<file path="src/hw/rtl/aoc_pkg.sv">
// Shared types, constants and stream packing widths for the box overlap contact core.
`default_nettype none

package aoc_pkg;

    // Field widths
    localparam int COORD_W      = 31;   // signed Q15.16 center
    localparam int EXTENT_W     = 31;   // unsigned Q15.16 full size
    localparam int BOUND_W      = 33;   // center +/- half size
    localparam int DIST_W       = 34;   // difference of two bounds
    localparam int DEPTH_W      = 31;
    localparam int AXIS_W       = 2;
    localparam int CONTACT_W    = 32;

    localparam int COORD_BITS_DEF = 32;

    // Stream packing
    localparam int N_IN_FIELDS  = 12;
    localparam int IN_USED_W    = N_IN_FIELDS * COORD_W;
    localparam int S_TDATA_W    = ((IN_USED_W + 7) / 8) * 8;
    localparam int OUT_USED_W   = DEPTH_W + AXIS_W + 1 + 3 * CONTACT_W;
    localparam int M_TDATA_W    = ((OUT_USED_W + 7) / 8) * 8;

    typedef logic signed [COORD_W-1:0]  coord_t;
    typedef logic        [EXTENT_W-1:0] extent_t;
    typedef logic signed [BOUND_W-1:0]  bound_t;
    typedef logic signed [DIST_W-1:0]   dist_t;

    typedef enum logic [AXIS_W-1:0] {
        AXIS_X = 2'd0,
        AXIS_Y = 2'd1,
        AXIS_Z = 2'd2
    } axis_t;

    // One box pair as it enters the pipe
    typedef struct packed {
        coord_t  [2:0] ca;
        extent_t [2:0] sa;
        coord_t  [2:0] cb;
        extent_t [2:0] sb;
    } box_t;

    // After bounds stage
    typedef struct packed {
        coord_t [2:0] ca;
        coord_t [2:0] cb;
        bound_t [2:0] lo_a;
        bound_t [2:0] hi_a;
        bound_t [2:0] lo_b;
        bound_t [2:0] hi_b;
    } s1_t;

    // After overlap stage
    typedef struct packed {
        logic          hit;
        logic   [2:0]  pos;
        dist_t  [2:0]  ov;
        coord_t [2:0]  ca;
        bound_t [2:0]  lo_a;
        bound_t [2:0]  hi_a;
    } s2_t;

    // Scalar result fields
    typedef struct packed {
        logic               hit;
        logic [DEPTH_W-1:0] depth;
        axis_t              axis;
        logic               neg;
    } res_t;

endpackage

`default_nettype wire

</file>
<file path="src/hw/rtl/aoc_bounds.sv">
// Pipeline stage 1: per-axis min and max of both boxes.
`default_nettype none

module aoc_bounds (
    input  wire logic          aclk,
    input  wire logic          aresetn,
    input  wire logic          in_valid,
    output logic               in_ready,
    input  wire aoc_pkg::box_t in_box,
    output logic               out_valid,
    input  wire logic          out_ready,
    output aoc_pkg::s1_t       out_s1
);

    logic         valid_reg;
    aoc_pkg::s1_t s1_reg;
    aoc_pkg::s1_t s1_next;

    assign in_ready  = !valid_reg || out_ready;
    assign out_valid = valid_reg;
    assign out_s1    = s1_reg;

    always_comb begin
        aoc_pkg::bound_t ha;
        aoc_pkg::bound_t hb;
        aoc_pkg::bound_t ca;
        aoc_pkg::bound_t cb;
        for (int k = 0; k < 3; k++) begin
            // half size is a floor shift
            ha = $signed({3'b000, in_box.sa[k][aoc_pkg::EXTENT_W-1:1]});
            hb = $signed({3'b000, in_box.sb[k][aoc_pkg::EXTENT_W-1:1]});
            ca = aoc_pkg::BOUND_W'($signed(in_box.ca[k]));
            cb = aoc_pkg::BOUND_W'($signed(in_box.cb[k]));
            s1_next.ca[k]   = in_box.ca[k];
            s1_next.cb[k]   = in_box.cb[k];
            s1_next.lo_a[k] = ca - ha;
            s1_next.hi_a[k] = ca + ha;
            s1_next.lo_b[k] = cb - hb;
            s1_next.hi_b[k] = cb + hb;
        end
    end

    always_ff @(posedge aclk) begin
        if (!aresetn) begin
            valid_reg <= 1'b0;
        end else if (in_ready) begin
            valid_reg <= in_valid;
        end
        if (in_ready && in_valid) begin
            s1_reg <= s1_next;
        end
    end

endmodule

`default_nettype wire

</file>
<file path="src/hw/rtl/aoc_overlap.sv">
// Pipeline stage 2: per-axis hit test, overlap depth and direction.
`default_nettype none

module aoc_overlap (
    input  wire logic         aclk,
    input  wire logic         aresetn,
    input  wire logic         in_valid,
    output logic              in_ready,
    input  wire aoc_pkg::s1_t in_s1,
    output logic              out_valid,
    input  wire logic         out_ready,
    output aoc_pkg::s2_t      out_s2
);

    logic         valid_reg;
    aoc_pkg::s2_t s2_reg;
    aoc_pkg::s2_t s2_next;

    assign in_ready  = !valid_reg || out_ready;
    assign out_valid = valid_reg;
    assign out_s2    = s2_reg;

    always_comb begin
        aoc_pkg::dist_t d1;
        aoc_pkg::dist_t d2;
        logic [2:0]     axis_hit;
        for (int k = 0; k < 3; k++) begin
            axis_hit[k] = ($signed(in_s1.lo_a[k]) <= $signed(in_s1.hi_b[k])) &&
                          ($signed(in_s1.hi_a[k]) >= $signed(in_s1.lo_b[k]));
            d1 = aoc_pkg::DIST_W'($signed(in_s1.hi_a[k])) -
                 aoc_pkg::DIST_W'($signed(in_s1.lo_b[k]));
            d2 = aoc_pkg::DIST_W'($signed(in_s1.hi_b[k])) -
                 aoc_pkg::DIST_W'($signed(in_s1.lo_a[k]));
            s2_next.ov[k]   = ($signed(d1) < $signed(d2)) ? d1 : d2;
            s2_next.pos[k]  = $signed(in_s1.cb[k]) > $signed(in_s1.ca[k]);
            s2_next.ca[k]   = in_s1.ca[k];
            s2_next.lo_a[k] = in_s1.lo_a[k];
            s2_next.hi_a[k] = in_s1.hi_a[k];
        end
        s2_next.hit = &axis_hit;
    end

    always_ff @(posedge aclk) begin
        if (!aresetn) begin
            valid_reg <= 1'b0;
        end else if (in_ready) begin
            valid_reg <= in_valid;
        end
        if (in_ready && in_valid) begin
            s2_reg <= s2_next;
        end
    end

endmodule

`default_nettype wire

</file>
<file path="src/hw/rtl/aoc_select.sv">
// Pipeline stage 3: least-overlap axis pick, contact point and output register.
`default_nettype none

module aoc_select #(
    parameter int COORD_BITS = aoc_pkg::COORD_BITS_DEF
) (
    input  wire logic                            aclk,
    input  wire logic                            aresetn,
    input  wire logic                            in_valid,
    output logic                                 in_ready,
    input  wire aoc_pkg::s2_t                    in_s2,
    output logic                                 out_valid,
    input  wire logic                            out_ready,
    output aoc_pkg::res_t                        out_res,
    output logic signed [aoc_pkg::CONTACT_W-1:0] contact_x,
    output logic signed [aoc_pkg::CONTACT_W-1:0] contact_y,
    output logic signed [aoc_pkg::CONTACT_W-1:0] contact_z
);

    logic                         valid_reg;
    aoc_pkg::res_t                res_reg;
    aoc_pkg::res_t                res_next;
    logic signed [COORD_BITS-1:0] contact_reg  [3];
    logic signed [COORD_BITS-1:0] contact_next [3];

    assign in_ready  = !valid_reg || out_ready;
    assign out_valid = valid_reg;
    assign out_res   = res_reg;
    assign contact_x = aoc_pkg::CONTACT_W'(contact_reg[0]);
    assign contact_y = aoc_pkg::CONTACT_W'(contact_reg[1]);
    assign contact_z = aoc_pkg::CONTACT_W'(contact_reg[2]);

    always_comb begin
        logic            c10;
        logic            c20;
        logic            c21;
        aoc_pkg::axis_t  axis_sel;
        aoc_pkg::dist_t  ov_sel;
        logic            pos_sel;
        aoc_pkg::bound_t face;
        aoc_pkg::bound_t cval;
        // pairwise compares in parallel; ties keep the lower axis
        c10 = $signed(in_s2.ov[1]) < $signed(in_s2.ov[0]);
        c20 = $signed(in_s2.ov[2]) < $signed(in_s2.ov[0]);
        c21 = $signed(in_s2.ov[2]) < $signed(in_s2.ov[1]);
        if (c10) begin
            axis_sel = c21 ? aoc_pkg::AXIS_Z : aoc_pkg::AXIS_Y;
        end else begin
            axis_sel = c20 ? aoc_pkg::AXIS_Z : aoc_pkg::AXIS_X;
        end
        case (axis_sel)
            aoc_pkg::AXIS_Y: begin
                ov_sel  = in_s2.ov[1];
                pos_sel = in_s2.pos[1];
            end
            aoc_pkg::AXIS_Z: begin
                ov_sel  = in_s2.ov[2];
                pos_sel = in_s2.pos[2];
            end
            default: begin
                ov_sel  = in_s2.ov[0];
                pos_sel = in_s2.pos[0];
            end
        endcase
        for (int k = 0; k < 3; k++) begin
            face = pos_sel ? in_s2.hi_a[k] : in_s2.lo_a[k];
            cval = (aoc_pkg::AXIS_W'(k) == axis_sel) ? face
                                                     : aoc_pkg::BOUND_W'($signed(in_s2.ca[k]));
            contact_next[k] = in_s2.hit ? COORD_BITS'(cval) : '0;
        end
        if (in_s2.hit) begin
            res_next.hit   = 1'b1;
            res_next.depth = ov_sel[aoc_pkg::DEPTH_W-1:0];
            res_next.axis  = axis_sel;
            res_next.neg   = !pos_sel;
        end else begin
            res_next.hit   = 1'b0;
            res_next.depth = '0;
            res_next.axis  = aoc_pkg::AXIS_X;
            res_next.neg   = 1'b0;
        end
    end

    always_ff @(posedge aclk) begin
        if (!aresetn) begin
            valid_reg <= 1'b0;
        end else if (in_ready) begin
            valid_reg <= in_valid;
        end
        if (in_ready && in_valid) begin
            res_reg <= res_next;
            for (int k = 0; k < 3; k++) begin
                contact_reg[k] <= contact_next[k];
            end
        end
    end

endmodule

`default_nettype wire

</file>
<file path="src/hw/rtl/aabb_overlap_contact_core.sv">
// Top level: box-versus-box overlap test with minimum-penetration contact.
// Stages from input transaction to result on m_axis: bounds, overlap, select, each registered.
// Throughput: one box pair per cycle while m_axis is not stalled; each stage holds one transaction and
// refills as soon as its successor takes data, so bubbles collapse under stall.
// Reset: aresetn synchronous, active low; clears all stage valid bits only.
`default_nettype none

module aabb_overlap_contact_core #(
    // wrap width for the contact coordinates (16..48)
    parameter int COORD_BITS = aoc_pkg::COORD_BITS_DEF
) (
    input  wire logic                            aclk,
    input  wire logic                            aresetn,

    // Box pair in. tdata, low bit up: center_a_x, center_a_y, center_a_z,
    // size_a_x, size_a_y, size_a_z, center_b_x, center_b_y, center_b_z,
    // size_b_x, size_b_y, size_b_z (31 bits each), zero pad
    input  wire logic                            s_axis_tvalid,
    output logic                                 s_axis_tready,
    input  wire logic [aoc_pkg::S_TDATA_W-1:0]   s_axis_tdata,

    // Contact out. tdata, low bit up: penetration_depth (31), normal_axis (2),
    // normal_negative (1), contact_x, contact_y, contact_z (32 each), zero pad
    output logic                                 m_axis_tvalid,
    input  wire logic                            m_axis_tready,
    output logic [aoc_pkg::M_TDATA_W-1:0]        m_axis_tdata,
    // tuser: hit
    output logic                                 m_axis_tuser
);

    localparam int FW = aoc_pkg::COORD_W;

    aoc_pkg::box_t  box;
    aoc_pkg::s1_t   s1;
    aoc_pkg::s2_t   s2;
    aoc_pkg::res_t  res;
    logic           s1_valid, s1_ready;
    logic           s2_valid, s2_ready;
    logic signed [aoc_pkg::CONTACT_W-1:0] contact_x, contact_y, contact_z;

    // Unpack the input transaction
    always_comb begin
        for (int k = 0; k < 3; k++) begin
            box.ca[k] = s_axis_tdata[k * FW +: FW];
            box.sa[k] = s_axis_tdata[(3 + k) * FW +: FW];
            box.cb[k] = s_axis_tdata[(6 + k) * FW +: FW];
            box.sb[k] = s_axis_tdata[(9 + k) * FW +: FW];
        end
    end

    // Stage 1: min/max faces, 33-bit adds
    aoc_bounds u_bounds (
        .aclk      (aclk),
        .aresetn   (aresetn),
        .in_valid  (s_axis_tvalid),
        .in_ready  (s_axis_tready),
        .in_box    (box),
        .out_valid (s1_valid),
        .out_ready (s1_ready),
        .out_s1    (s1)
    );

    // Stage 2: per-axis overlap test, cross distances and their minimum
    aoc_overlap u_overlap (
        .aclk      (aclk),
        .aresetn   (aresetn),
        .in_valid  (s1_valid),
        .in_ready  (s1_ready),
        .in_s1     (s1),
        .out_valid (s2_valid),
        .out_ready (s2_ready),
        .out_s2    (s2)
    );

    // Stage 3: least-overlap axis, contact point; doubles as output register
    aoc_select #(
        .COORD_BITS (COORD_BITS)
    ) u_select (
        .aclk      (aclk),
        .aresetn   (aresetn),
        .in_valid  (s2_valid),
        .in_ready  (s2_ready),
        .in_s2     (s2),
        .out_valid (m_axis_tvalid),
        .out_ready (m_axis_tready),
        .out_res   (res),
        .contact_x (contact_x),
        .contact_y (contact_y),
        .contact_z (contact_z)
    );

    // Pack the result transaction; a miss already carries all zeros
    assign m_axis_tuser = res.hit;
    assign m_axis_tdata = {
        {(aoc_pkg::M_TDATA_W - aoc_pkg::OUT_USED_W){1'b0}},
        contact_z,
        contact_y,
        contact_x,
        res.neg,
        res.axis,
        res.depth
    };

endmodule

`default_nettype wire

</file>
<file path="config.mk">
export PLATFORM = sky130hd
export DESIGN_NAME = aabb_overlap_contact_core
export DESIGN_NICKNAME = d
export VERILOG_FILES = /design/src/hw/rtl/aoc_pkg.sv /design/src/hw/rtl/aoc_bounds.sv /design/src/hw/rtl/aoc_overlap.sv /design/src/hw/rtl/aoc_select.sv /design/src/hw/rtl/aabb_overlap_contact_core.sv
export SDC_FILE = /design/constraint.sdc
export NUM_CORES = 2
export LEC_CHECK = 0
export BUFFER_PORTS_ARGS = -buffer_cell sky130_fd_sc_hd__buf_2
export CORE_MARGIN = 1
export CORE_UTILIZATION = 50
export CTS_BUF_LIST = sky130_fd_sc_hd__clkbuf_4 sky130_fd_sc_hd__clkbuf_8
export CTS_CLUSTER_SIZE = 12
export DETAILED_ROUTE_END_ITERATION = 6
export GPL_ROUTABILITY_DRIVEN = 0
export PLACE_DENSITY = 0.76
export SETUP_SLACK_MARGIN = 0.15
export SYNTH_ARGS = -nofsm -noshare
export SYNTH_HDL_FRONTEND = slang
export SYNTH_HIERARCHICAL = 1
export SYNTH_SLANG_ARGS = --single-unit
</file>
<file path="constraint.sdc">
create_clock -name aclk -period 17.62 [get_ports aclk]
set_input_delay 0.881 -clock aclk [delete_from_list [all_inputs] [get_ports aclk]]
set_output_delay 0.881 -clock aclk [all_outputs]
set_load 0.005 [all_outputs]
</file>
# After elaboration in Yosys (flattened, before gate mapping)

Memory sizes are Yosys's and may differ from the RTL's.
Index checks and enable logic that the tools add are counted.

Output and inout bits: 139
Memories kept: 1
Bits in registers: 999
RAM bits: 96
Bits of input ports: 380

Memories:

| memory               | depth | width | read ports | clocked after memory_dff | wr ports | RTL line         | source |
|---|---|---|---|---|---|---|---|
| u_select.contact_reg | 3     | 32    | 3          | 0                        | 3        | aoc_select.sv:23 | `logic signed [COORD_BITS-1:0] contact_reg [3];` |

Magnitude comparators: 15
Reductions and logical operators: 15
Multiplexer cells: 20
Equal/unequal tests: 4
Add/subtract/negate cells: 18

Operator list:

| cell                                                            | number |
|---|---|
| 32-bit two-way mux                                              | 9 |
| 34-bit < comparator                                             | 6 |
| 32-bit by 32-bit subtractor with 33-bit output                  | 6 |
| 31-bit by 31-bit adder with 32-bit output                       | 6 |
| 31-bit by 31-bit subtractor with 32-bit output                  | 6 |
| 34-bit two-way mux                                              | 3 |
| 32-bit >= comparator                                            | 3 |
| 32-bit less-or-equal comparator                                 | 3 |
| 31-bit greater-than comparator                                  | 3 |
| 31-bit one-hot mux with 2 select lines                          | 1 |
| 35-bit two-way mux                                              | 1 |
| 1-bit logical AND                                               | 6 |
| 2-bit two-way mux                                               | 3 |
| 1-bit zero test                                                 | 4 |
| 1-bit logical OR                                                | 3 |
| 3-bit AND reduction                                             | 1 |
| 1-bit by 2-bit == test with 1-bit output, first input constant  | 1 |
| 2-bit by 1-bit == test with 1-bit output, second input constant | 1 |
| 2-bit == test, first input constant                             | 1 |
| 2-bit == test, second input constant                            | 1 |
| 2-bit zero test                                                 | 1 |
| 1-bit two-way mux                                               | 2 |
| 1-bit one-hot mux with 2 select lines                           | 1 |

# Logic depth before layout (Yosys ltp)

Depth after elaboration: 8
Mapped depth: 23

# Modules after synthesis

Netlist, hierarchy kept.

Modules (own cells, without submodules):

| module                    | cells an instance | sequential area each (um2) | area each (um2) | instances |
|---|---|---|---|---|
| aoc_bounds                | 3545              | 16956.3                    | 36800.3         | 1 |
| aoc_overlap               | 2839              | 11941.5                    | 28921.5         | 1 |
| aoc_select                | 988               | 3953.8                     | 9292.7          | 1 |
| aabb_overlap_contact_core | 7                 | 0.0                        | 48.8            | 1 |

# Least setup slack after synthesis

OpenSTA, ideal clock, no wires.

Path type: input -> register
Start point: in m_axis_tready
End point: reg u_bounds.s1_reg, in the netlist u_bounds/out_s1[100], enable pin
Arrival time: 13996 ps
Stages on the path: 4
Required time: 16616 ps
Setup slack: 2619 ps
Buffers on the path: 0
Cell sequence: nand2b_1 -> nand2b_1 -> nand2b_1 -> and2_1

Cells in the longest elaborated chain, start to end: 4

RTL lines:

| item                 | RTL line                        | source |
|---|---|---|
| start, declared      | aabb_overlap_contact_core.sv:25 | `input wire logic m_axis_tready,` |
| 1-bit logical OR     | aoc_select.sv:26                | `assign in_ready = !valid_reg \|\| out_ready;` |
| 1-bit logical OR     | aoc_overlap.sv:19               | `assign in_ready = !valid_reg \|\| out_ready;` |
| via s1_ready         | aabb_overlap_contact_core.sv:37 | `logic s1_valid, s1_ready;` |
| 1-bit logical OR     | aoc_bounds.sv:19                | `assign in_ready = !valid_reg \|\| out_ready;` |
| via s_axis_tready    | aabb_overlap_contact_core.sv:19 | `output logic s_axis_tready,` |
| 1-bit logical AND    | aoc_bounds.sv:49                | `if (in_ready && in_valid) begin` |
| end signal, assigned | aoc_bounds.sv:50                | `s1_reg <= s1_next;` |
| end, declared        | aoc_bounds.sv:16                | `aoc_pkg::s1_t s1_reg;` |

The timed path passes the listed nets, and every way through them passes these cells.
A chain may end at the register's enable or synchronous reset.

==> run_results.csv <==
group,metric,value,unit
sta,maxSlewHeadroom,20.2,%
power_and_ir_drop,powerDensity,126,nW/um2
critical_path,start_kind,"register",
critical_path,crit_chain,"inv_1 > ha_1 > inv_1 > fa_1 > a21o_1 > a221oi_2 > o211ai_1 > a211oi_1 > nor2_1 > a211o_1 > a21oi_1 > xnor2_1 > ha_1 > nand4_1 > nor3_1 > nand2_1 > o211ai_1 > nor4bb_1 > a21oi_2 > xor2_4 > buf_4 > mux2_2",
clock_network,clock-sinks,1089,
drt,drtIter0Drc,6608,
sta,setup_viol,0,
final_layout,fillCellCount,12600,
die,initial_utilization,50.5,%
drt,ant_nets,0,
sta,slew_viol_final,0,
drt,via_per_inst,6.03,
drt,drc,0,
final_layout,largest_reg_flops,564,
clock_network,path_clk_slew,60,ps
final_layout,layout.nets,9070,
die,boundaryPins,519,
logic_synthesis,yosys_warnings,6,
sta,period_share,36.0,%
placed_design,dp_hpwl,168000,um
drt,finalWirelength,217000,um
logic_synthesis,postSynthCellCount,7373,
grt,grt_max_degree,183,
grt,grt_pass1_vias,57100,
power_and_ir_drop,peakVddDrop,0.0936,mV
grt,grtUsageMet1,36.0,%
critical_path,critPathCaptureType,"register",
die,rows,141,
critical_path,arrival,6980,ps
critical_path,critPathSlowestCell,"a211oi_1",
critical_path,crit_buf_inv,3,
clock_network,numCtsBuffers,187,
flow_run,drv_cap,0,
critical_path,slowest_delay,620,ps
grt,grt_pass1_wl,324000,um
hold_path,hold_path.class,"in -> reg",
logic_synthesis,syn_avg_cell_area,10.2,um2
die,core,148000,um2
grt,grt_util_met3,4.66,%
drt,firstDrtPassIters,6,
clock_network,clockBufferDepth,3,
clock_network,cts_tree,"yes",
placed_design,numPortBuffers,502,
grt,busiest_layer,"met2",
clock_network,postCtsSetupRepairBufs,0,
drt,wl_per_cell,21.9,um
grt,antenna_found_initial,8,
final_layout,drive_above_1_share,11.9,%
clock_network,clock_latency,940,ps
sta,finalHoldViolations,0,
die,die_w,389,um
clock_network,h-tree-depth,4,
placed_design,place_ws,11530,ps
outcome,status,"completed",
sta,fin_skew,51.5,ps
die,die_area,151000,um2
final_layout,syn2layout_area_growth,10.4,%
clock_network,root_buffer,"clkbuf_8",
grt,grt.total_usage,27.6,%
sta,fin_ws,11280,ps
critical_path,critical-path-top-delay-family,"compound AO/OA/AOI/OAI gates",
sta,tightest_slew,1200,ps
sta,setup_total_negative_slack,0,ps
grt,gr-total-overflow,0,
sta,max_freq,0.158,GHz
power_and_ir_drop,power.leakage,35.6,nW
drt,vias,59600,
clock_network,ctsHoldBuffers,0,
critical_path,cp.required,18270,ps
critical_path,path_class,"reg -> reg",
grt,gr-usage-met2,45.0,%
sta,period_minus_slack,6340,ps
logic_synthesis,synth_area,74900,um2
final_layout,multi_input_area,37700,um2
clock_network,cts_resized,0,
critical_path,cp_max_fo,57,
final_layout,seqCellArea,32700,um2
die,die_h,389,um
sta,rsz0062_at_grt,"false",
power_and_ir_drop,p_total,10.4,mW
-- cells in the final DEF, fill, tap and decap left out, types with 47 or more instances in the layout --
master       n
edfxtp_1  1086
ha_1       855
inv_1      850
a21oi_1    680
buf_2      502
nor2_1     415
nand2_1    375
xnor2_1    373
o21ai_0    339
a21o_1     214
clkbuf_8   188
nor3_1     140
xor2_1     122
nand3_1    114
o21bai_1   108
nand4_1    107
nor4_1     106
nor2b_1     96
mux2i_1     93
a31oi_1     88
nand2b_1    86
o21a_1      60
a211oi_1    57
o31ai_1     54
o21ai_1     52
clkinv_1    47
-- worst paths after layout --
path | startpoint | endpoint | slack, ps | cells after the start
worst max-delay path | u_bounds/out_s1[165] | u_overlap/out_s2[370] | 11280 | 22
worst min-delay path | s_axis_tdata[0] | u_bounds/out_s1[489] | 160 | 1
worst max register to register | u_bounds/out_s1[165] | u_overlap/out_s2[370] | 11280 | 22
worst min register to register | u_bounds/out_s1[381] | u_overlap/out_s2[183] | 420 | 0
-- per-stage QoR --
| step | hold WS (ps) | instance area (um2) | util [%] | instances |
|---|---|---|---|---|
| finish | 158 | 82700 | 55.8 | 9894 |
| CTS | 38.2 | 82700 | 55.8 | 9889 |
| detailed placement | 432 | 78800 | 53.2 | 9558 |
| global placement | 431 | 78800 | 53.2 | 9558 |
| floorplan | 426 | 74900 | - | 7378 |
| global route | 89.5 | 82700 | 55.8 | 9892 |
-- power by group --
part           internal, mW  switching (mW)  total, mW
combinational          1.62            2.77       4.39
sequential             3.37           0.215       3.59
clock                  1.31            1.12       2.43
-- metal layers --
metal	wire length (um)	share of wire, %	vias up
li1	-	-	27700
met1	88300	41	28300
met2	99500	46	3105
met3	18800	8.6	527
met4	10500	4.8	4
met5	27	0.012	-
-- cell type report --
class                      count  area share, %
inverter                     865           3.93
clock buffer                 233           3.54
multi-input combinational   5143           45.6
timing repair buffer         531           3.32
antenna                        5         0.0151
clock inverter                98           1.13
sequential                  1089           39.5
tap                         1930           2.92
(Power assumes the default switching activity.)
